`config.mk`:
```
export PLATFORM = sky130hd
export DESIGN_NAME = quadrature_knob_with_long_press
export DESIGN_NICKNAME = d
export VERILOG_FILES = /design/src/rtl/qknob_pkg.sv /design/src/rtl/quadrature_knob_with_long_press.sv /design/src/rtl/qknob_rot.sv /design/src/rtl/qknob_btn.sv
export SDC_FILE = /design/constraint.sdc
export NUM_CORES = 1
export LEC_CHECK = 0
export ABC_AREA = 1
export BUFFER_PORTS_ARGS = -buffer_cell sky130_fd_sc_hd__buf_2
export CAP_MARGIN = 20
export CORE_MARGIN = 2
export CORE_UTILIZATION = 49
export CTS_CLUSTER_DIAMETER = 200
export DETAILED_ROUTE_END_ITERATION = 12
export GPL_ROUTABILITY_DRIVEN = 0
export PLACE_DENSITY = 0.77
export SLEW_MARGIN = 5
export SYNTH_ARGS = -nofsm -noshare
export SYNTH_HDL_FRONTEND = slang
export SYNTH_SLANG_ARGS = --single-unit
```
`constraint.sdc`:
```
create_clock -name clk -period 2.9 [get_ports clk]
set_clock_uncertainty 0.2 [all_clocks]
set_input_delay 0.58 -clock clk [delete_from_list [all_inputs] [get_ports clk]]
set_output_delay 0.58 -clock clk [all_outputs]
set_load 0.05 [all_outputs]
```
`src/rtl/qknob_pkg.sv`:
```
// ---------------------------------------------------------------------------
// qknob_pkg
// Shared types, constants and the quadrature transition table for the knob.
// ---------------------------------------------------------------------------
package qknob_pkg;

  // Default width of the button hold counter
  localparam int HOLD_COUNT_BITS_DEF = 16;

  // Configuration register map
  localparam int CFG_ADDR_W = 3;
  localparam int CFG_DATA_W = 32;
  localparam logic REG_LONG_PRESS_POLLS = 1'b0;  // index of long_press_polls
  localparam logic [15:0] LONG_PRESS_POLLS_RST = 16'd2000;

  // Counts per detent
  localparam logic signed [3:0] DETENT_POS = 4'sd4;
  localparam logic signed [3:0] DETENT_NEG = -4'sd4;

  // Step codes on rotate_step
  localparam logic signed [1:0] STEP_NONE = 2'sd0;
  localparam logic signed [1:0] STEP_CW   = 2'sd1;
  localparam logic signed [1:0] STEP_CCW  = -2'sd1;

  // Button events from one poll
  typedef struct packed {
    logic short_press;
    logic long_press;
  } btn_evt_t;

  // Transition table: index is {prev_b, prev_a, cur_b, cur_a}
  function automatic logic signed [1:0] step_lut(input logic [3:0] idx);
    logic signed [1:0] s;
    case (idx)
      4'h1, 4'h7, 4'h8, 4'hE: s = STEP_CCW;
      4'h2, 4'h4, 4'hB, 4'hD: s = STEP_CW;
      default:                s = STEP_NONE;
    endcase
    return s;
  endfunction

endpackage

```
`src/rtl/quadrature_knob_with_long_press.sv`:
```
// ---------------------------------------------------------------------------
// quadrature_knob_with_long_press
// Rotary knob poll decoder: detent steps plus short and long button presses.
// ---------------------------------------------------------------------------
//  channel  | handshake            | payload
//  ---------+----------------------+------------------------------------------
//  in       | in_valid / in_ready  | phase_a, phase_b, switch_line
//  out      | out_valid / out_ready| rotate_step, short_press, long_press
//  cfg      | APB psel/penable     | long_press_polls at byte address 0
//
//  One item per cycle sustained while out_ready is high; each item passes the
//  input register, then decode logic into the result register.
//  Knob and button state advance when an item moves from the input register
//  into the result register.
//  A stalled result holds the input register; in_ready drops only then.
//  Reset (rst, synchronous) clears the valid flags and the knob and button state; long_press_polls returns to 2000.
// ---------------------------------------------------------------------------
module quadrature_knob_with_long_press #(
  parameter int HOLD_COUNT_BITS = qknob_pkg::HOLD_COUNT_BITS_DEF
) (
  input  logic                             clk,
  input  logic                             rst,
  // input items
  input  logic                             in_valid,
  output logic                             in_ready,
  input  logic                             phase_a,
  input  logic                             phase_b,
  input  logic                             switch_line,
  // result items
  output logic                             out_valid,
  input  logic                             out_ready,
  output logic signed [1:0]                rotate_step,
  output logic                             short_press,
  output logic                             long_press,
  // configuration
  input  logic                             psel,
  input  logic                             penable,
  input  logic                             pwrite,
  input  logic [qknob_pkg::CFG_ADDR_W-1:0] paddr,
  input  logic [qknob_pkg::CFG_DATA_W-1:0] pwdata,
  output logic [qknob_pkg::CFG_DATA_W-1:0] prdata,
  output logic                             pready
);
  import qknob_pkg::*;

  logic              s1_valid;
  logic              s1_a;
  logic              s1_b;
  logic              s1_sw;
  logic              adv;
  logic [15:0]       long_press_polls;
  logic signed [1:0] step;
  btn_evt_t          evt;

  // Config register
  assign pready = 1'b1;
  always_ff @(posedge clk) begin
    if (rst) begin
      long_press_polls <= LONG_PRESS_POLLS_RST;
    end else if (psel && penable && pwrite && (paddr[2] == REG_LONG_PRESS_POLLS)) begin
      long_press_polls <= pwdata[15:0];
    end
  end

  always_comb begin
    prdata = '0;
    if (paddr[2] == REG_LONG_PRESS_POLLS) begin
      prdata = {{(CFG_DATA_W-16){1'b0}}, long_press_polls};
    end
  end

  // Handshake: input register advances when the result register is free
  assign adv      = s1_valid && (!out_valid || out_ready);
  assign in_ready = !s1_valid || adv;

  // Input register
  always_ff @(posedge clk) begin
    if (rst) begin
      s1_valid <= 1'b0;
    end else if (in_ready) begin
      s1_valid <= in_valid;
    end
  end

  always_ff @(posedge clk) begin
    if (in_valid && in_ready) begin
      s1_a  <= phase_a;
      s1_b  <= phase_b;
      s1_sw <= switch_line;
    end
  end

  // Decode units
  qknob_rot u_rot (
    .clk     (clk),
    .rst     (rst),
    .adv     (adv),
    .phase_a (s1_a),
    .phase_b (s1_b),
    .step    (step)
  );

  qknob_btn #(
    .HOLD_COUNT_BITS (HOLD_COUNT_BITS)
  ) u_btn (
    .clk         (clk),
    .rst         (rst),
    .adv         (adv),
    .switch_line (s1_sw),
    .threshold   (long_press_polls),
    .evt         (evt)
  );

  // Result register
  always_ff @(posedge clk) begin
    if (rst) begin
      out_valid <= 1'b0;
    end else if (adv) begin
      out_valid <= 1'b1;
    end else if (out_ready) begin
      out_valid <= 1'b0;
    end
  end

  always_ff @(posedge clk) begin
    if (adv) begin
      rotate_step <= step;
      short_press <= evt.short_press;
      long_press  <= evt.long_press;
    end
  end

`ifndef SYNTHESIS
  // Only -1, 0 or +1 ever leaves the block
  a_step_code: assert property (@(posedge clk) disable iff (rst)
    out_valid |-> (rotate_step != 2'b10))
    else $error("rotate_step holds an illegal code");

  // One button event per poll at most
  a_evt_excl: assert property (@(posedge clk) disable iff (rst)
    out_valid |-> !(short_press && long_press))
    else $error("short and long press in the same item");

  // A stalled result keeps a waiting item in the input register
  a_s1_hold: assert property (@(posedge clk) disable iff (rst)
    (s1_valid && out_valid && !out_ready) |=> s1_valid)
    else $error("input item lost under stall");

  // Every advance produces a result
  a_adv_out: assert property (@(posedge clk) disable iff (rst)
    adv |=> out_valid)
    else $error("advance without result");
`endif

endmodule

```
`src/rtl/qknob_rot.sv`:
```
// ---------------------------------------------------------------------------
// qknob_rot
// Quadrature decode: phase history, transition table, detent accumulator.
// ---------------------------------------------------------------------------
module qknob_rot (
  input  logic                   clk,
  input  logic                   rst,
  input  logic                   adv,
  input  logic                   phase_a,
  input  logic                   phase_b,
  output logic signed [1:0]      step
);
  import qknob_pkg::*;

  logic [3:0]        hist;
  logic [3:0]        hist_next;
  logic signed [3:0] acc;
  logic signed [3:0] acc_next;
  logic signed [1:0] delta;
  logic signed [3:0] sum;

  // Table lookup and detent check
  always_comb begin
    hist_next = {hist[1:0], phase_b, phase_a};
    delta     = step_lut(hist_next);
    sum       = acc + {{2{delta[1]}}, delta};
    step      = STEP_NONE;
    acc_next  = sum;
    if (sum >= DETENT_POS) begin
      acc_next = sum - DETENT_POS;
      step     = STEP_CW;
    end else if (sum <= DETENT_NEG) begin
      acc_next = sum - DETENT_NEG;
      step     = STEP_CCW;
    end
  end

  // State update once per item
  always_ff @(posedge clk) begin
    if (rst) begin
      hist <= '0;
      acc  <= '0;
    end else if (adv) begin
      hist <= hist_next;
      acc  <= acc_next;
    end
  end

endmodule

```
`src/rtl/qknob_btn.sv`:
```
// ---------------------------------------------------------------------------
// qknob_btn
// Push button: press edge, saturating hold counter, short/long press events.
// ---------------------------------------------------------------------------
module qknob_btn #(
  parameter int HOLD_COUNT_BITS = qknob_pkg::HOLD_COUNT_BITS_DEF
) (
  input  logic                clk,
  input  logic                rst,
  input  logic                adv,
  input  logic                switch_line,
  input  logic [15:0]         threshold,
  output qknob_pkg::btn_evt_t evt
);
  import qknob_pkg::*;

  localparam int CMP_W = (HOLD_COUNT_BITS > 16) ? HOLD_COUNT_BITS : 16;

  logic                       held;
  logic                       held_next;
  logic                       done;
  logic                       done_next;
  logic [HOLD_COUNT_BITS-1:0] cnt;
  logic [HOLD_COUNT_BITS-1:0] cnt_next;
  logic [HOLD_COUNT_BITS-1:0] cnt_inc;
  logic                       down;

  // Event and next-state logic
  always_comb begin
    down      = ~switch_line;
    cnt_inc   = (&cnt) ? cnt : cnt + 1'b1;
    held_next = held;
    done_next = done;
    cnt_next  = cnt;
    evt       = '0;
    if (down && !held) begin
      held_next = 1'b1;
      done_next = 1'b0;
      cnt_next  = '0;
    end else if (down && held && !done) begin
      cnt_next = cnt_inc;
      if (CMP_W'(cnt_inc) >= CMP_W'(threshold)) begin
        done_next      = 1'b1;
        evt.long_press = 1'b1;
      end
    end else if (!down && held) begin
      held_next       = 1'b0;
      evt.short_press = ~done;
    end
  end

  // State update once per item
  always_ff @(posedge clk) begin
    if (rst) begin
      held <= 1'b0;
      done <= 1'b0;
      cnt  <= '0;
    end else if (adv) begin
      held <= held_next;
      done <= done_next;
      cnt  <= cnt_next;
    end
  end

endmodule
```
# [Word-level counts from Yosys, hierarchy flattened]
# Memory sizes are Yosys's and may differ from the RTL's.
# Cells that the tools add are included.
[totals] regBits=49 mem_bits_ro=32 inputBits=45 out_inout_bits=39 wordCells=69 n_memories=1
[op_classes] add_sub_neg=4 order_cmp=3 n_eq_ne=1 mux=16 bitwise=5 reduce_logical=25
[mem_list] name="(name not given)" words=16 width=2 read_ports=1 rd_ports_with_merged_regs=0 write_ports=0 line_no="qknob_pkg.sv:34" source="case (idx)"
[ops] op="16-bit 2-to-1 mux" count=4
[ops] op="16-bit by 1-bit adder with 16-bit output, second input constant" count=1
[ops] op="16-bit >= comparator" count=1
[ops] op="16-bit AND reduction" count=1
[ops] op="1-bit logical AND" count=9
[ops] op="1-bit 2-to-1 mux" count=9
[ops] op="4-bit 2-to-1 mux" count=2
[ops] op="2-bit nonzero test" count=4
[ops] op="3-bit AND reduction" count=2
[ops] op="1-bit inverter" count=5
[ops] op="4-bit adder" count=1
[ops] op="4-bit >= comparator, second input constant" count=1
[ops] op="4-bit by 3-bit <= comparator with 1-bit output, second input constant" count=1
[ops] op="1-bit zero test" count=4
[ops] op="4-bit by 3-bit subtractor with 4-bit output, second input constant" count=1
[ops] op="4-bit subtractor, second input constant" count=1
[ops] op="3-bit OR reduction" count=1
[ops] op="1-bit logical OR" count=2
[ops] op="2-bit 2-to-1 mux" count=1
[ops] op="2-bit by 1-bit != test with 1-bit output, second input constant" count=1
[ops] op="2-bit AND reduction" count=1
[ops] op="2-bit OR reduction" count=1

# [Longest topological paths before layout]
[depth] word_depth=6 depth_mapped=23 mapped_depth_nobuf=23

# [By module]
# From an unflattened synthesis, not the netlist that was laid out.
[hier_totals] cells_unflattened=498 hier_area_um2=3503.4
[modules_own_cells] mod="qknob_btn" n_inst=1 cells_each=252 area_each_um2=1679.1 seq_area_each_um2=360.3
[modules_own_cells] mod="quadrature_knob_with_long_press" n_inst=1 cells_each=168 area_each_um2=1265.0 seq_area_each_um2=570.5
[modules_own_cells] mod="qknob_rot" n_inst=1 cells_each=78 area_each_um2=559.3 seq_area_each_um2=120.1

# [Worst setup path before layout]
# Ideal clock, no wire load.
[synth_timing] kind="flip-flop to flip-flop" from="reg s1_a" to="reg u_rot.acc[3]" setup_ps=70 arrival_time_ps=2672 required_ps=2630 slack_ps=-42 stages_incl_launch_ff=17 path_buffers=0 cell_sequence="edfxtp_1 -> inv_1 -> ha_1 -> xnor2_1 -> xor2_1 -> inv_1 -> ha_1 -> fa_1 -> xnor2_1 -> inv_1 -> ha_1 -> nand2_1 -> o21bai_1 -> inv_1 -> nand2_1 -> nand3b_1 -> a21oi_1"
[synth_between] elab_chain_cells=5 word_cells_on_any_way=8 cone_classes="3 x add/sub; 2 x order compare; 2 x mux; 1 x memory"
[synth_rtl] element="start: declaration" line_no="quadrature_knob_with_long_press.sv:47" source="logic s1_a;"
[synth_rtl] element="start signal: assignment" line_no="quadrature_knob_with_long_press.sv:87" source="s1_a <= phase_a;"
[synth_rtl] element="memory 16 x 2 bit *"
[synth_rtl] element="4-bit adder *" line_no="qknob_rot.sv:26" source="sum = acc + {{2{delta[1]}}, delta};"
[synth_rtl] element="4-bit by 3-bit subtractor with 4-bit output or 4-bit by 3-bit <= comparator with 1-bit output (tied branches)" line_no="qknob_rot.sv:33, qknob_rot.sv:32"
[synth_rtl] element="4-bit 2-to-1 mux" line_no="qknob_rot.sv:32" source="end else if (sum <= DETENT_NEG) begin"
[synth_rtl] element="4-bit 2-to-1 mux *" line_no="qknob_rot.sv:29" source="if (sum >= DETENT_POS) begin"
[synth_rtl] element="end signal: assignment" line_no="qknob_rot.sv:45" source="acc <= acc_next;"
[synth_rtl] element="end: declaration" line_no="qknob_rot.sv:17" source="logic signed [3:0] acc;"
# Mark *: on every way between the ends. The rest lies on a longest branch, timed or not.
# A chain may end at the register's enable or synchronous reset.

# [Worst setup path in the final report]
# Same ends and word-level chain as after synthesis.

==> parameters.txt <==
Parameter                              Value

Detailed routing
  Detailed-router iteration count before antenna repair ... 4
  Remaining number of nets flagged by the antenna check after routing ... 0
  Post-detailed-routing wire length ... 7607 µm
  DRC viols ... 0
  Total number of vias ... 2967
  Mean routed wirelength per cell ... 12.96 µm
  Iter 0 DRT Violations ... 171
  Via density per instance ... 5.055

Timing
  Setup Viol. Count Final ... 4
  Post-route setup slack ... -0.2206 ns
  Maximum clock frequency ... 320.5 MHz
  Unrepaired setup endpoints after global routing ... true
  Period Utilization, post-route ... 107.6%
  Final critical-path required period ... 3.121 ns
  Max transition margin ... 58.26%
  Sum of negative setup slack ... -0.6052 ns
  Total count of max-transition violations in the final report ... 0
  Actual slew at the worst max-slew pin ... 0.6254 ns
  Final hold vios ... 0

Status
  Failing checks ... negative setup slack
  Run status ... complete, but fails checks

Final layout
  Synth-to-Final Area Change ... 22.49%
  Leading cell type in the layout, fill and taps excluded ... sky130_fd_sc_hd__nand2_1
  Share of post-route cells with drive strength above 1 ... 32.94%
  Most used cells in the layout excluding fill and tap cells ... sky130_fd_sc_hd__nand2_1, sky130_fd_sc_hd__inv_1, sky130_fd_sc_hd__buf_2
  # fillers ... 563
  Core Util, Final ... 61.10%
  Layout net count ... 582
  Count of antenna diodes in the layout ... 0
  Post-layout instance count excluding filler cells ... 587

GRT
  Vias in the first global route ... 2732
  Global-route usage over all layers ... 20.15%
  Remaining Overflow, GRT ... 0
  Pin count of the biggest net entering global routing ... 25
  Number of antenna violations at the first check in global routing ... 0
  Global-route wire length before repair ... 11980 µm

Synthesis
  Syn Inst Count ... 442
  Synth Area per Inst ... 7.541 µm²
  Most frequently used flop master after synthesis ... sky130_fd_sc_hd__dfxtp_1
  Number of synthesized flops with an enable pin ... 7
  Sequential-to-total area share from yosys stat ... 31.53%
  Synthesized cell area ... 3333 µm²
  Yosys warning total ... 0
  Post-synthesis cell type count ... 42
  Share of flip-flops with an asynchronous set or reset after synthesis ... 0%
  Register bit total from synthesis ... 49

Floorplanning
  Placement row count ... 30
  Initial core utilization ... 49.89%
  Floorplan Core Area ... 6681 µm²
  Total I/O pin count ... 84
  Die height ... 86.48 µm
  DIE WIDTH ... 86.48 µm
  Die footprint ... 7478 µm²

Clock tree
  CTS Sinks ... 49
  Root buffer selected by CTS ... sky130_fd_sc_hd__clkbuf_8
  Clock tree from TritonCTS ... built
  CTS buffer count ... 5
  Clock latency of the later-clocked register in the worst-skew pair ... 0.31 ns
  Reg clk slew, reported paths ... 0.09 ns
  Total of hold buffers inserted after clock tree synthesis ... 0
  Count of H-tree levels built during CTS ... 2
  Clk buf depth ... 2

Placement
  Post-placement cell count ... 567
  IO Port Bufs ... 48
  DPL Wire Length ... 5282 µm

Min path
  Worst min-delay path class ... in -> reg

Critical path
  Endpoint required time on the critical path ... 2.95 ns
  Top fanout value on the critical path ... 4
  CP arrival ... 3.17 ns
  Critical Path Sink Type ... register
  Startpoint types ... register
  Setup Crit Path Kind ... reg -> reg

Power and ir drop
  Total leakage power ... 0.001885 µW
  Total power density per cell area ... 431.8 nW/µm²
  Worst IR Drop VDD ... 334.1 µV
  Power after layout ... 1763 µW

Run
  Maximum Capacitance Violations ... 0
==> path summary, 6_finish.rpt <==
| kind | from | end | slack (ns) | cells after the start |
|---|---|---|---|---|
| hold / removal | phase_b | s1_b | 0.24 | 1 |
| setup reg to reg | s1_a | u_rot.acc[3] | -0.22 | 20 |
| setup / recovery | s1_a | u_rot.acc[3] | -0.22 | 20 |
| hold reg to reg | u_btn.cnt[15] | u_btn.cnt[15] | 0.27 | 2 |
==> per-stage QoR <==
step	setup WS, ns	hold WS [ns]	area, µm²
5_1_grt	-0.3175	0.2292	4083
6_report	-0.2206	0.2374	4083
2_1_floorplan	0.006284	0.2445	3412
3_5_place_dp	-0.2657	0.2557	3635
4_1_cts	-0.1191	0.2286	3929
3_3_place_gp	-0.1377	0.2576	3635
==> flip-flops by register name, summed over array words and instances, names as in the netlist, 2 cells and up <==
name / flops
long_press_polls: 16
rotate_step: 2
u_btn.cnt: 16
u_rot.acc: 4
u_rot.hist: 2
==> critical path, cell delays in order, from the launching register on <==
cell	delay, ns
sky130_fd_sc_hd__edfxtp_1	0.46
sky130_fd_sc_hd__buf_6	0.16
sky130_fd_sc_hd__ha_4	0.15
sky130_fd_sc_hd__nand2_1	0.06
sky130_fd_sc_hd__nand3_1	0.11
sky130_fd_sc_hd__nand2_2	0.11
sky130_fd_sc_hd__inv_4	0.06
sky130_fd_sc_hd__ha_4	0.22
sky130_fd_sc_hd__a21oi_2	0.12
sky130_fd_sc_hd__nand2_1	0.09
sky130_fd_sc_hd__or2_4	0.26
sky130_fd_sc_hd__nand2_2	0.06
sky130_fd_sc_hd__nand2_2	0.06
sky130_fd_sc_hd__nand2_2	0.08
sky130_fd_sc_hd__inv_2	0.06
sky130_fd_sc_hd__ha_4	0.15
sky130_fd_sc_hd__o21bai_4	0.16
sky130_fd_sc_hd__inv_2	0.07
sky130_fd_sc_hd__nand2_2	0.06
sky130_fd_sc_hd__nand3b_1	0.18
sky130_fd_sc_hd__a21oi_2	0.15
==> where the power goes <==
group          switching [µW]  internal [µW]  total (µW)
Clock                     236            282         517
Sequential               17.3            718         736
Combinational             313            197         510
Total                     566           1200        1760
==> logic make-up (layout without fill, tap and decap cells) <==
group	count (synthesis)	count (layout)	share of synthesized area (%)
compound gates	75	75	13.44
simple gates	184	184	27.07
flops	49	49	31.53
buf+inv	90	140	12.99
other cells	2	17	0.2253
fa+ha+maj	31	31	11.86
xor+xnor	11	11	2.890
==> cell usage after synthesis (2+ instances only) <==
| cell type | number | area [µm²] |
|---|---|---|
| sky130_fd_sc_hd__xor2_1 | 6 | 52.55 |
| sky130_fd_sc_hd__o21ai_1 | 2 | 10.01 |
| sky130_fd_sc_hd__o211ai_1 | 8 | 60.06 |
| sky130_fd_sc_hd__dfxtp_1 | 42 | 840.8 |
| sky130_fd_sc_hd__a21oi_2 | 10 | 87.58 |
| sky130_fd_sc_hd__conb_1 | 2 | 7.510 |
| sky130_fd_sc_hd__nand3_1 | 15 | 75.07 |
| sky130_fd_sc_hd__nand2_2 | 17 | 106.4 |
| sky130_fd_sc_hd__nand2_4 | 7 | 78.83 |
| sky130_fd_sc_hd__nand4_1 | 6 | 37.54 |
| sky130_fd_sc_hd__nor3_2 | 3 | 30.03 |
| sky130_fd_sc_hd__a21oi_1 | 31 | 155.2 |
| sky130_fd_sc_hd__o21ai_0 | 19 | 95.09 |
| sky130_fd_sc_hd__and2_1 | 2 | 12.51 |
| sky130_fd_sc_hd__nand2_1 | 87 | 326.6 |
| sky130_fd_sc_hd__xnor2_1 | 5 | 43.79 |
| sky130_fd_sc_hd__buf_4 | 17 | 127.6 |
| sky130_fd_sc_hd__inv_1 | 58 | 217.7 |
| sky130_fd_sc_hd__edfxtp_1 | 7 | 210.2 |
| sky130_fd_sc_hd__clkbuf_1 | 6 | 22.52 |
| sky130_fd_sc_hd__o21bai_1 | 2 | 15.01 |
| sky130_fd_sc_hd__ha_1 | 30 | 375.4 |
| sky130_fd_sc_hd__nor2_1 | 36 | 135.1 |
| sky130_fd_sc_hd__nor2_4 | 3 | 33.78 |
| sky130_fd_sc_hd__buf_2 | 3 | 15.01 |
| sky130_fd_sc_hd__nor3_1 | 2 | 10.01 |
==> routing by layer <==
layer / part of all wire [%] / vias up / global-route usage, %
met3: 4.5 / 17 / 3.429
met2: 52 / 87 / 36.43
li1: - / 1507 / -
met1: 41 / 1356 / 23.45
met4: 2.4 / 0 / 8.239
met5: 0 / - / 0
==> area by class of cell <==
| type | instances | area (µm²) | area share (%) |
|---|---|---|---|
| clock inverter | 1 | 30.03 | 0.7355 |
| inverter | 61 | 237.7 | 5.823 |
| multi-input combinational | 318 | 2150 | 52.65 |
| timing repair buffer | 71 | 424.2 | 10.39 |
| sequential | 49 | 1055 | 25.84 |
| clock buffer | 7 | 86.33 | 2.115 |
| tap | 80 | 100.1 | 2.452 |
==> repair_timing <==
item / CTS / global route
endpoints found under the setup margin: 5 / 6
resized for setup: 31 / 26
buffers inserted: 9 / 3
pin swaps: 22 / 14
cloned: 0 / 0
Power figures use the tool's default switching activity.
